--- config.mk ---
export PLATFORM = sky130hd
export DESIGN_NAME = rc_pulse_to_control_unit
export DESIGN_NICKNAME = d
export VERILOG_FILES = /design/src/sv/rcp_pkg.sv /design/src/sv/rcp_front.sv /design/src/sv/rcp_mul.sv /design/src/sv/rcp_div.sv /design/src/sv/rc_pulse_to_control_unit.sv
export SDC_FILE = /design/constraint.sdc
export NUM_CORES = 2
export LEC_CHECK = 0
export BUFFER_PORTS_ARGS = -buffer_cell sky130_fd_sc_hd__buf_4
export CAP_MARGIN = 20
export CORE_UTILIZATION = 64
export DETAILED_ROUTE_END_ITERATION = 8
export PLACE_DENSITY = 0.79
export SLEW_MARGIN = 20
export SYNTH_ARGS = -nofsm -noshare
export SYNTH_HDL_FRONTEND = slang
export SYNTH_HIERARCHICAL = 1
export SYNTH_SLANG_ARGS = --single-unit
export TNS_END_PERCENT = 30
--- constraint.sdc ---
create_clock -name clk -period 30.5 [get_ports clk]
set_clock_uncertainty 0.15 [all_clocks]
set_input_delay 3.05 -clock clk [delete_from_list [all_inputs] [get_ports clk]]
set_output_delay 3.05 -clock clk [all_outputs]
set_load 0.02 [all_outputs]
--- src/sv/rcp_pkg.sv ---
`timescale 1ns / 1ps
// types, constants and helpers shared by the pulse-to-control pipeline
// no dependencies
package rcp_pkg;

    localparam int PULSE_W    = 12;
    localparam int BAND_W     = 8;
    localparam int SCALE_W    = 15;
    localparam int CFG_DATA_W = 15;
    localparam int CFG_IDX_W  = 3;
    localparam int VAL_W      = 14;
    localparam int MAG_W      = 13;
    localparam int QUO_W      = 16;
    localparam int PROD_W     = SCALE_W + MAG_W;
    localparam int REM_W      = MAG_W + QUO_W;
    localparam int CTRL_W     = 16;

    localparam logic [PULSE_W-1:0] RST_PULSE_MIN    = 12'd1100;
    localparam logic [PULSE_W-1:0] RST_PULSE_TRIM   = 12'd1500;
    localparam logic [PULSE_W-1:0] RST_PULSE_MAX    = 12'd1900;
    localparam logic               RST_REVERSE      = 1'b0;
    localparam logic [BAND_W-1:0]  RST_DEAD_BAND    = 8'd0;
    localparam logic               RST_ANGLE_MODE   = 1'b1;
    localparam logic [SCALE_W-1:0] RST_OUTPUT_SCALE = 15'd4500;

    localparam logic signed [CTRL_W-1:0] CTRL_MAX = 16'sh7FFF;
    localparam logic signed [CTRL_W-1:0] CTRL_MIN = 16'sh8000;

    typedef enum logic [CFG_IDX_W-1:0] {
        REG_PULSE_MIN    = 3'd0,
        REG_PULSE_TRIM   = 3'd1,
        REG_PULSE_MAX    = 3'd2,
        REG_REVERSE      = 3'd3,
        REG_DEAD_BAND    = 3'd4,
        REG_ANGLE_MODE   = 3'd5,
        REG_OUTPUT_SCALE = 3'd6
    } cfg_index_t;

    typedef logic signed [VAL_W-1:0] sval_t;

    typedef struct packed {
        logic [PULSE_W-1:0] pulse_width;
        logic               apply_dead_zone;
    } in_item_t;

    typedef struct packed {
        logic signed [CTRL_W-1:0] control_value;
        logic                     in_trim_zone;
    } out_item_t;

    typedef struct packed {
        logic [PULSE_W-1:0] pulse_min;
        logic [PULSE_W-1:0] pulse_trim;
        logic [PULSE_W-1:0] pulse_max;
        logic               reverse_input;
        logic [BAND_W-1:0]  dead_band;
        logic               angle_mode;
        logic [SCALE_W-1:0] output_scale;
    } cfg_t;

    // operands ready for the multiply
    typedef struct packed {
        logic             zero;
        logic             neg;
        logic             trim;
        logic [MAG_W-1:0] nmag;
        logic [MAG_W-1:0] dmag;
    } mul_item_t;

    // one item in flight through the divider
    typedef struct packed {
        logic             zero;
        logic             neg;
        logic             trim;
        logic             ovf;
        logic [REM_W-1:0] rem;
        logic [MAG_W-1:0] dmag;
        logic [QUO_W-1:0] quo;
    } div_item_t;

    function automatic sval_t ext_pulse(input logic [PULSE_W-1:0] v);
        ext_pulse = sval_t'({{(VAL_W-PULSE_W){1'b0}}, v});
    endfunction

    function automatic sval_t ext_band(input logic [BAND_W-1:0] v);
        ext_band = sval_t'({{(VAL_W-BAND_W){1'b0}}, v});
    endfunction

    function automatic logic [MAG_W-1:0] abs_mag(input sval_t v);
        sval_t t;
        t = (v < 0) ? -v : v;
        abs_mag = t[MAG_W-1:0];
    endfunction

endpackage

--- src/sv/rcp_front.sv ---
`timescale 1ns / 1ps
// front end: clamp, mirror, dead zone and trim window, three register stages
// depends on rcp_pkg
module rcp_front
    import rcp_pkg::*;
(
    input  logic      clk,
    input  logic      rst_n,
    input  cfg_t      cfg,
    input  logic      up_valid,
    output logic      up_ready,
    input  in_item_t  up_item,
    output logic      dn_valid,
    input  logic      dn_ready,
    output mul_item_t dn_item
);

    typedef struct packed {
        sval_t p;
        sval_t rc;
        sval_t hi;
        sval_t lo;
        sval_t bottom;
        logic  trim;
    } sta_t;

    typedef struct packed {
        sval_t rr;
        sval_t span;
        sval_t bottom;
        sval_t anum;
        sval_t aden;
        logic  azero;
        logic  trim;
    } stb_t;

    sta_t      a_reg, a_next;
    stb_t      b_reg, b_next;
    mul_item_t c_reg, c_next;
    logic      va_reg, vb_reg, vc_reg;
    logic      rdy_a, rdy_b, rdy_c;

    sval_t mn, tr, mx;

    assign mn = ext_pulse(cfg.pulse_min);
    assign tr = ext_pulse(cfg.pulse_trim);
    assign mx = ext_pulse(cfg.pulse_max);

    assign rdy_c    = !vc_reg || dn_ready;
    assign rdy_b    = !vb_reg || rdy_c;
    assign rdy_a    = !va_reg || rdy_b;
    assign up_ready = rdy_a;
    assign dn_valid = vc_reg;
    assign dn_item  = c_reg;

    // stage a: clamp, window bounds
    always_comb
    begin
        sval_t p;
        sval_t dz;
        sval_t db;
        p  = ext_pulse(up_item.pulse_width);
        db = ext_band(cfg.dead_band);
        dz = up_item.apply_dead_zone ? db : '0;
        a_next.p = p;
        if (p < mn)
        begin
            a_next.rc = mn;
        end
        else if (p > mx)
        begin
            a_next.rc = mx;
        end
        else
        begin
            a_next.rc = p;
        end
        a_next.hi     = tr + dz;
        a_next.lo     = tr - dz;
        a_next.bottom = mn + dz;
        a_next.trim   = (p >= tr - db) && (p <= tr + db);
    end

    // stage b: mirror, spans, angle side selection
    always_comb
    begin
        logic up;
        logic dn;
        up = (a_reg.p > a_reg.hi) && (mx != a_reg.hi);
        dn = (a_reg.p < a_reg.lo) && (a_reg.lo != mn);
        b_next.rr     = cfg.reverse_input ? (mx + mn - a_reg.rc) : a_reg.rc;
        b_next.span   = mx - a_reg.bottom;
        b_next.bottom = a_reg.bottom;
        b_next.anum   = up ? (a_reg.p - a_reg.hi) : (a_reg.p - a_reg.lo);
        b_next.aden   = up ? (mx - a_reg.hi) : (a_reg.lo - mn);
        b_next.azero  = !(up || dn);
        b_next.trim   = a_reg.trim;
    end

    // stage c: magnitudes and sign for the divider
    always_comb
    begin
        sval_t rdiff;
        rdiff = b_reg.rr - b_reg.bottom;
        c_next.trim = b_reg.trim;
        if (cfg.angle_mode)
        begin
            c_next.zero = b_reg.azero;
            c_next.neg  = b_reg.anum[VAL_W-1] ^ b_reg.aden[VAL_W-1] ^ cfg.reverse_input;
            c_next.nmag = abs_mag(b_reg.anum);
            c_next.dmag = abs_mag(b_reg.aden);
        end
        else
        begin
            c_next.zero = (rdiff <= 0) || (b_reg.span <= 0);
            c_next.neg  = 1'b0;
            c_next.nmag = rdiff[MAG_W-1:0];
            c_next.dmag = b_reg.span[MAG_W-1:0];
        end
    end

    always_ff @(posedge clk or negedge rst_n)
    begin
        if (!rst_n)
        begin
            va_reg <= 1'b0;
            vb_reg <= 1'b0;
            vc_reg <= 1'b0;
        end
        else
        begin
            if (rdy_a)
            begin
                va_reg <= up_valid;
            end
            if (rdy_b)
            begin
                vb_reg <= va_reg;
            end
            if (rdy_c)
            begin
                vc_reg <= vb_reg;
            end
        end
    end

    always_ff @(posedge clk)
    begin
        if (rdy_a)
        begin
            a_reg <= a_next;
        end
        if (rdy_b)
        begin
            b_reg <= b_next;
        end
        if (rdy_c)
        begin
            c_reg <= c_next;
        end
    end

endmodule

--- src/sv/rcp_mul.sv ---
`timescale 1ns / 1ps
// scale multiply and quotient overflow check, two register stages
// depends on rcp_pkg
module rcp_mul
    import rcp_pkg::*;
(
    input  logic      clk,
    input  logic      rst_n,
    input  cfg_t      cfg,
    input  logic      up_valid,
    output logic      up_ready,
    input  mul_item_t up_item,
    output logic      dn_valid,
    input  logic      dn_ready,
    output div_item_t dn_item
);

    typedef struct packed {
        logic              zero;
        logic              neg;
        logic              trim;
        logic [PROD_W-1:0] prod;
        logic [MAG_W-1:0]  dmag;
    } prod_t;

    prod_t     p_reg, p_next;
    div_item_t d_reg, d_next;
    logic      vp_reg, vd_reg;
    logic      rdy_p, rdy_d;

    assign rdy_d    = !vd_reg || dn_ready;
    assign rdy_p    = !vp_reg || rdy_d;
    assign up_ready = rdy_p;
    assign dn_valid = vd_reg;
    assign dn_item  = d_reg;

    always_comb
    begin
        p_next.zero = up_item.zero;
        p_next.neg  = up_item.neg;
        p_next.trim = up_item.trim;
        p_next.dmag = up_item.dmag;
        p_next.prod = PROD_W'(cfg.output_scale) * PROD_W'(up_item.nmag);
    end

    // quotient needs more than QUO_W bits when product >= divisor << QUO_W
    always_comb
    begin
        d_next.zero = p_reg.zero;
        d_next.neg  = p_reg.neg;
        d_next.trim = p_reg.trim;
        d_next.dmag = p_reg.dmag;
        d_next.rem  = REM_W'(p_reg.prod);
        d_next.ovf  = REM_W'(p_reg.prod) >= (REM_W'(p_reg.dmag) << QUO_W);
        d_next.quo  = '0;
    end

    always_ff @(posedge clk or negedge rst_n)
    begin
        if (!rst_n)
        begin
            vp_reg <= 1'b0;
            vd_reg <= 1'b0;
        end
        else
        begin
            if (rdy_p)
            begin
                vp_reg <= up_valid;
            end
            if (rdy_d)
            begin
                vd_reg <= vp_reg;
            end
        end
    end

    always_ff @(posedge clk)
    begin
        if (rdy_p)
        begin
            p_reg <= p_next;
        end
        if (rdy_d)
        begin
            d_reg <= d_next;
        end
    end

endmodule

--- src/sv/rcp_div.sv ---
`timescale 1ns / 1ps
// pipelined restoring divider, one quotient bit per register stage
// depends on rcp_pkg
module rcp_div
    import rcp_pkg::*;
(
    input  logic      clk,
    input  logic      rst_n,
    input  logic      up_valid,
    output logic      up_ready,
    input  div_item_t up_item,
    output logic      dn_valid,
    input  logic      dn_ready,
    output div_item_t dn_item
);

    localparam int LAST = QUO_W - 1;

    div_item_t st_reg [QUO_W];
    div_item_t st_in  [QUO_W];
    logic      v_reg  [QUO_W];
    logic      v_in   [QUO_W];
    logic      rdy    [QUO_W+1];

    assign rdy[QUO_W] = dn_ready;
    assign up_ready   = rdy[0];
    assign dn_valid   = v_reg[LAST];
    assign dn_item    = st_reg[LAST];

    for (genvar k = 0; k < QUO_W; k++)
    begin : g_stage
        localparam int B = QUO_W - 1 - k;

        logic [REM_W-1:0] shifted;
        div_item_t        nxt;

        if (k == 0)
        begin : g_first
            assign st_in[k] = up_item;
            assign v_in[k]  = up_valid;
        end
        else
        begin : g_rest
            assign st_in[k] = st_reg[k-1];
            assign v_in[k]  = v_reg[k-1];
        end

        assign rdy[k] = !v_reg[k] || rdy[k+1];

        always_comb
        begin
            nxt     = st_in[k];
            shifted = REM_W'(st_in[k].dmag) << B;
            if (st_in[k].rem >= shifted)
            begin
                nxt.rem    = st_in[k].rem - shifted;
                nxt.quo[B] = 1'b1;
            end
        end

        always_ff @(posedge clk or negedge rst_n)
        begin
            if (!rst_n)
            begin
                v_reg[k] <= 1'b0;
            end
            else if (rdy[k])
            begin
                v_reg[k] <= v_in[k];
            end
        end

        always_ff @(posedge clk)
        begin
            if (rdy[k])
            begin
                st_reg[k] <= nxt;
            end
        end
    end

    a_last_hold: assert property (@(posedge clk) disable iff (!rst_n)
        v_reg[LAST] && !dn_ready |=> v_reg[LAST])
        else $error("divider output lost while stalled");

    a_rem_bound: assert property (@(posedge clk) disable iff (!rst_n)
        v_reg[LAST] && !st_reg[LAST].zero && !st_reg[LAST].ovf
        |-> st_reg[LAST].rem < REM_W'(st_reg[LAST].dmag))
        else $error("final remainder not below divisor");

    a_entry_fits: assert property (@(posedge clk) disable iff (!rst_n)
        up_valid && rdy[0] && !up_item.zero && !up_item.ovf
        |-> up_item.rem < (REM_W'(up_item.dmag) << QUO_W))
        else $error("dividend entering divider overflows quotient width");

endmodule

--- src/sv/rc_pulse_to_control_unit.sv ---
`timescale 1ns / 1ps
// Pulse width to control value converter, top level.
// Input channel: in_valid / in_stall / in_data (pulse_width, apply_dead_zone).
// Output channel: out_valid / out_stall / out_data (control_value, in_trim_zone).
// A transfer happens on a rising edge with valid high and stall low.
// Configuration: cfg_write with cfg_index and cfg_data writes one register;
// indexes beyond the list are ignored. Write only while no item is in flight.
// An item passes from input transfer to output transfer through three front end
// stages, the scale multiply, the overflow check, sixteen divider stages (one
// quotient bit each) and the output register.
// Throughput is one item per cycle while out_stall is low; the divider stages set the depth.
// Every stage holds its own valid bit, so when the receiver stalls the stages
// behind the first empty slot keep moving and in_stall only rises once the
// whole pipeline is full.
// Reset clears all valid bits and loads the register defaults
// (min 1100, trim 1500, max 1900, angle mode, scale 4500).
// depends on rcp_pkg, rcp_front, rcp_mul, rcp_div
module rc_pulse_to_control_unit
    import rcp_pkg::*;
(
    input  logic                  clk,
    input  logic                  rst_n,
    input  logic                  cfg_write,
    input  logic [CFG_IDX_W-1:0]  cfg_index,
    input  logic [CFG_DATA_W-1:0] cfg_data,
    input  logic                  in_valid,
    output logic                  in_stall,
    input  in_item_t              in_data,
    output logic                  out_valid,
    input  logic                  out_stall,
    output out_item_t             out_data
);

    cfg_t      cfg_reg;
    logic      front_ready, front_valid;
    mul_item_t front_item;
    logic      mul_ready, mul_valid;
    div_item_t mul_item;
    logic      div_ready, div_valid;
    div_item_t div_item;
    logic      out_ready;
    logic      out_valid_reg;
    out_item_t out_item_reg, out_item_next;

    always_ff @(posedge clk or negedge rst_n)
    begin
        if (!rst_n)
        begin
            cfg_reg.pulse_min     <= RST_PULSE_MIN;
            cfg_reg.pulse_trim    <= RST_PULSE_TRIM;
            cfg_reg.pulse_max     <= RST_PULSE_MAX;
            cfg_reg.reverse_input <= RST_REVERSE;
            cfg_reg.dead_band     <= RST_DEAD_BAND;
            cfg_reg.angle_mode    <= RST_ANGLE_MODE;
            cfg_reg.output_scale  <= RST_OUTPUT_SCALE;
        end
        else if (cfg_write)
        begin
            case (cfg_index_t'(cfg_index))
                REG_PULSE_MIN:    cfg_reg.pulse_min     <= cfg_data[PULSE_W-1:0];
                REG_PULSE_TRIM:   cfg_reg.pulse_trim    <= cfg_data[PULSE_W-1:0];
                REG_PULSE_MAX:    cfg_reg.pulse_max     <= cfg_data[PULSE_W-1:0];
                REG_REVERSE:      cfg_reg.reverse_input <= cfg_data[0];
                REG_DEAD_BAND:    cfg_reg.dead_band     <= cfg_data[BAND_W-1:0];
                REG_ANGLE_MODE:   cfg_reg.angle_mode    <= cfg_data[0];
                REG_OUTPUT_SCALE: cfg_reg.output_scale  <= cfg_data[SCALE_W-1:0];
                default:          ;
            endcase
        end
    end

    rcp_front u_front (
        .clk      (clk),
        .rst_n    (rst_n),
        .cfg      (cfg_reg),
        .up_valid (in_valid),
        .up_ready (front_ready),
        .up_item  (in_data),
        .dn_valid (front_valid),
        .dn_ready (mul_ready),
        .dn_item  (front_item)
    );

    rcp_mul u_mul (
        .clk      (clk),
        .rst_n    (rst_n),
        .cfg      (cfg_reg),
        .up_valid (front_valid),
        .up_ready (mul_ready),
        .up_item  (front_item),
        .dn_valid (mul_valid),
        .dn_ready (div_ready),
        .dn_item  (mul_item)
    );

    rcp_div u_div (
        .clk      (clk),
        .rst_n    (rst_n),
        .up_valid (mul_valid),
        .up_ready (div_ready),
        .up_item  (mul_item),
        .dn_valid (div_valid),
        .dn_ready (out_ready),
        .dn_item  (div_item)
    );

    assign in_stall  = !front_ready;
    assign out_ready = !out_valid_reg || !out_stall;
    assign out_valid = out_valid_reg;
    assign out_data  = out_item_reg;

    // sign and saturation
    always_comb
    begin
        logic [QUO_W:0] negq;
        negq = {(QUO_W+1){1'b0}} - {1'b0, div_item.quo};
        out_item_next.in_trim_zone = div_item.trim;
        if (div_item.zero)
        begin
            out_item_next.control_value = '0;
        end
        else if (div_item.ovf)
        begin
            out_item_next.control_value = div_item.neg ? CTRL_MIN : CTRL_MAX;
        end
        else if (div_item.neg)
        begin
            if (div_item.quo > QUO_W'(unsigned'(CTRL_MIN)))
            begin
                out_item_next.control_value = CTRL_MIN;
            end
            else
            begin
                out_item_next.control_value = negq[CTRL_W-1:0];
            end
        end
        else
        begin
            if (div_item.quo > QUO_W'(unsigned'(CTRL_MAX)))
            begin
                out_item_next.control_value = CTRL_MAX;
            end
            else
            begin
                out_item_next.control_value = div_item.quo[CTRL_W-1:0];
            end
        end
    end

    always_ff @(posedge clk or negedge rst_n)
    begin
        if (!rst_n)
        begin
            out_valid_reg <= 1'b0;
        end
        else if (out_ready)
        begin
            out_valid_reg <= div_valid;
        end
    end

    always_ff @(posedge clk)
    begin
        if (out_ready)
        begin
            out_item_reg <= out_item_next;
        end
    end

endmodule

After elaboration in Yosys (flattened, before gate mapping)

Memory sizes are Yosys's and may differ from the RTL's.
Cells that the tools add are included.

Input bits: 36
Register bits after elaboration: 359
Output and inout bits: 19
RAM bits: 992
Logic and storage cells: 273
Memories kept: 1

Memories:

| name         | words | width | rd ports | clocked after memory_dff | wr ports | line          | source |
|---|---|---|---|---|---|---|---|
| u_div.st_reg | 16    | 62    | 16       | 0                        | 16       | rcp_div.sv:19 | `div_item_t st_reg [QUO_W];` |

Order comparisons: 29
Multiply operators: 1
Bitwise operators: 2
Equal/unequal tests: 8
Reductions and logical operators: 60
Mux-type cells: 79
$add $sub $neg: 32

Operator list:

| cell                                         | number |
|---|---|
| 2-to-1 mux 29 bit                            | 16 |
| 2-to-1 mux 16 bit                            | 5 |
| subtractor 13 x 14 -> 14 bit                 | 5 |
| 2-to-1 mux 1 bit                             | 48 |
| 2-to-1 mux 14 bit                            | 3 |
| greater-or-equal comparator 28 x 29 -> 1 bit | 1 |
| greater-or-equal comparator 29 x 13 -> 1 bit | 1 |
| greater-or-equal comparator 29 x 14 -> 1 bit | 1 |
| greater-or-equal comparator 29 x 15 -> 1 bit | 1 |
| greater-or-equal comparator 29 x 16 -> 1 bit | 1 |
| greater-or-equal comparator 29 x 17 -> 1 bit | 1 |
| greater-or-equal comparator 29 x 18 -> 1 bit | 1 |
| greater-or-equal comparator 29 x 19 -> 1 bit | 1 |
| greater-or-equal comparator 29 x 20 -> 1 bit | 1 |
| greater-or-equal comparator 29 x 21 -> 1 bit | 1 |
| greater-or-equal comparator 29 x 22 -> 1 bit | 1 |
| greater-or-equal comparator 29 x 23 -> 1 bit | 1 |
| greater-or-equal comparator 29 x 24 -> 1 bit | 1 |
| greater-or-equal comparator 29 x 25 -> 1 bit | 1 |
| greater-or-equal comparator 29 x 26 -> 1 bit | 1 |
| greater-or-equal comparator 29 x 27 -> 1 bit | 1 |
| subtractor 28 x 28 -> 29 bit                 | 1 |
| subtractor 29 x 13 -> 29 bit                 | 1 |
| subtractor 29 x 14 -> 29 bit                 | 1 |
| 49 further kinds                             | 115 |

Longest topological paths before layout

Word-level depth: 24
Mapped depth: 20
Gate-level depth less buffers: 18

Hierarchy

Netlist, hierarchy kept.

By module, submodules not included:

| module                   | area an instance (um^2) | cells an instance | instances | seq. area each (um^2) |
|---|---|---|---|---|
| rcp_div                  | 46,709.8                | 3,519             | 1         | 30,189.0 |
| rcp_front                | 14,141.1                | 1,447             | 1         | 4,969.8 |
| rcp_mul                  | 9,683.0                 | 924               | 1         | 2,722.6 |
| rc_pulse_to_control_unit | 3,540.9                 | 261               | 1         | 2,092.0 |

Least setup slack after synthesis

No wires, ideal clock.

Path kind: input to output
Start point: in out_stall
End point: out in_stall
Stages: 13
Path slack: 11.240 ns
Arrival: 16.060 ns
Required time: 27.300 ns
Buffers on the path: 0
Path through: nand2_1 nand2b_1 nor2_1 inv_1 nor2_1 nand2_1 nor3_1 nand3_1 nor2_1 nand2_1 nand3b_1 nand4b_1 inv_1

RTL lines:

| element     | line                           | source |
|---|---|---|
| from (decl) | rc_pulse_to_control_unit.sv:30 | `input logic out_stall,` |
| to (decl)   | rc_pulse_to_control_unit.sv:27 | `output logic in_stall,` |

==> summary.txt <==
Clock slew at reported path FFs: 0.06 ns
Clk buf depth: 3
Nets: 6775
Hold path startpoint: u_div/st_reg[0][13]
Fill cell count: 7643
Min-Delay Path Class: flop to flop
Die area: 113900 um2
Post-CTS Resized: 0
Final Max Slew Viols: 0
Vias per inst: 6.040
Worst Reg2Reg Path Length in Cells: 16
Met2 Track Usage GR: 49.59%
Chip height: 337.5 um
Setup CP Type: input port to primary output
Max FFs per register: 950
R2R Path End: u_front/a_reg[44]
H-tree depth: 4
Hold Crit Depth: 0
I/O pin count: 55
Total CTS buffers: 135
Worst EP arrival: 8.14 ns
Worst path most repeated cell: buf_4
Root Driver: clkbuf_16
Post-DRT Antenna Nets: 0
Vias: 46470
GR Util met1: 34.93%
Total track usage: 28.15%
Initial cell density of the core: 64.84%
DR pass1 iterations: 6
Crit end category: primary output
Core area: 111100 um2
Post-DP HPWL: 117300 um
Clk Latency, worst-skew pair: 0.76 ns
Met3 usage: 3.470%
Max capacitance violation total: 0
Die X: 337.5 um
Tmin final: 11.34 ns
Grt ovf: 0
Reg area: 38710 um2
Number of global-route vias before repair: 45890
Achievable frequency: 88.21 MHz
Post-cts hold buffer count: 0
Worst path cell trace: buf_4 -> nand2_1 -> nand2b_1 -> nor2_1 -> inv_2 -> nor2_1 -> nand2_2 -> nor3_1 -> nand3_2 -> buf_4 -> nor2_1 -> nand2_2 -> nand3b_1 -> buf_4 -> nand4b_1 -> buf_4 -> inv_1 -> buf_4
First-pass GRT wire length: 248400 um
Iter 0 DRT Violations: 4136
Area Growth Syn to Fin: 9.280%
Post-route setup TNS: 0 ns
Worst Hold Path EP: u_div/st_reg[0][75]
TritonCTS Sinks: 1302
Reg2reg setup slack: 24.53 ns
# rows: 122
Synth Cell Area: 72050 um2
Largest net degree at the start of global routing: 73
Share of layout cells above drive strength 1: 8.075%
CTS tree: done
Routability cong.: 0.9378
WL per Instance: 20.66 um
Tightest Pin Transition: 1.052 ns
RSZ-0062 raised after global routing: no
Max FO, Critical Path: 64
Synth warnings: 6
Final setup vio count: 0
Final Hold Fails: 0
Area used by multi-input combinational logic: 30360 um2
Slowest CP cell: nand2b_1
Final wirelength: 159000 um
Final period util: 37.17%
Post-CTS Setup Repair Bufs: 0
Slew Limit Headroom: 29.60%
Antenna violations before repair: 2
CP peak stage delay: 0.80 ns
# DRC: 0
Port Buffers: 54
Critical path launch point type: input port
Syn Area/Cell: 12.03 um2
Status: finished, final reports clean
Top Usage Layer GRT: met2
Worst r2r src: out_valid
Req. time, crit path: 27.30 ns
Post-synthesis cell count: 5990
worst max-delay path: cells and delay by family:
| family | cells | cell delay, ns |
|---|---|---|
| buf+inv | 7 | 1.35 |
| simple gates | 11 | 3.68 |
stage by stage:
stage / hold slack [ns] / cell area [um2] / util [%] / setup WS, ns / instances
floorplan: 0.2503 / 72110 / - / 12.19 / 6006
global placement: 0.2505 / 74050 / 66.63 / 19.31 / 7439
detailed placement: 0.2545 / 74050 / 66.63 / 19.17 / 7439
CTS: 0.2277 / 78720 / 70.83 / 19.09 / 7691
global route: 0.2291 / 78740 / 70.85 / 18.73 / 7692
finish: 0.2264 / 78740 / 70.85 / 19.16 / 7693
final cells by class:
type	count	area share (%)
Sequential cell	1302	49.17
Timing Repair Buffer	91	0.8772
Inverter	651	3.103
Clock buffer	167	4.591
Antenna cell	1	0.003178
Clock inverter	85	1.336
Tap cell	1488	2.365
Multi-Input combinational cell	3908	38.56
worst max path at each step:
stage                    from        to  slack (ns)  cells after the start
floorplan           out_stall  in_stall       12.19                     13
global placement    out_stall  in_stall       19.31                     18
detailed placement  out_stall  in_stall       19.17                     18
CTS                 out_stall  in_stall       19.09                     18
global route        out_stall  in_stall       18.73                     18
finish              out_stall  in_stall       19.16                     18
cell usage in the layout (no fill, tap or decap), types with 35 or more instances in the layout:
cell type,n
a211oi_1,35
or3_1,58
o31ai_1,44
clkbuf_16,137
nand3_1,88
mux2_2,75
nor2_1,305
nand2_1,399
xnor2_1,200
nor4_1,78
o21a_1,86
nor2b_1,79
ha_1,479
nand4_1,49
mux2i_1,57
mux2_1,44
nor3_1,107
buf_4,90
dfrtp_1,59
nand2b_1,101
xor2_1,174
a21oi_1,269
a21o_1,103
inv_1,645
fa_1,171
edfxtp_1,1219
o21ai_0,234
and2_1,118
per-layer routing:
metal | routed length, um | part of all wire [%] | vias to the layer above
li1 | - | - | 21880
met1 | 63760 | 40 | 22680
met2 | 80590 | 51 | 1538
met3 | 7897 | 5.0 | 378
met4 | 6694 | 4.2 | 2
met5 | 12 | 0.0075 | -
Power is not shown: default switching activity piles up to over one toggle a cycle in this logic, so the estimate is an artifact.
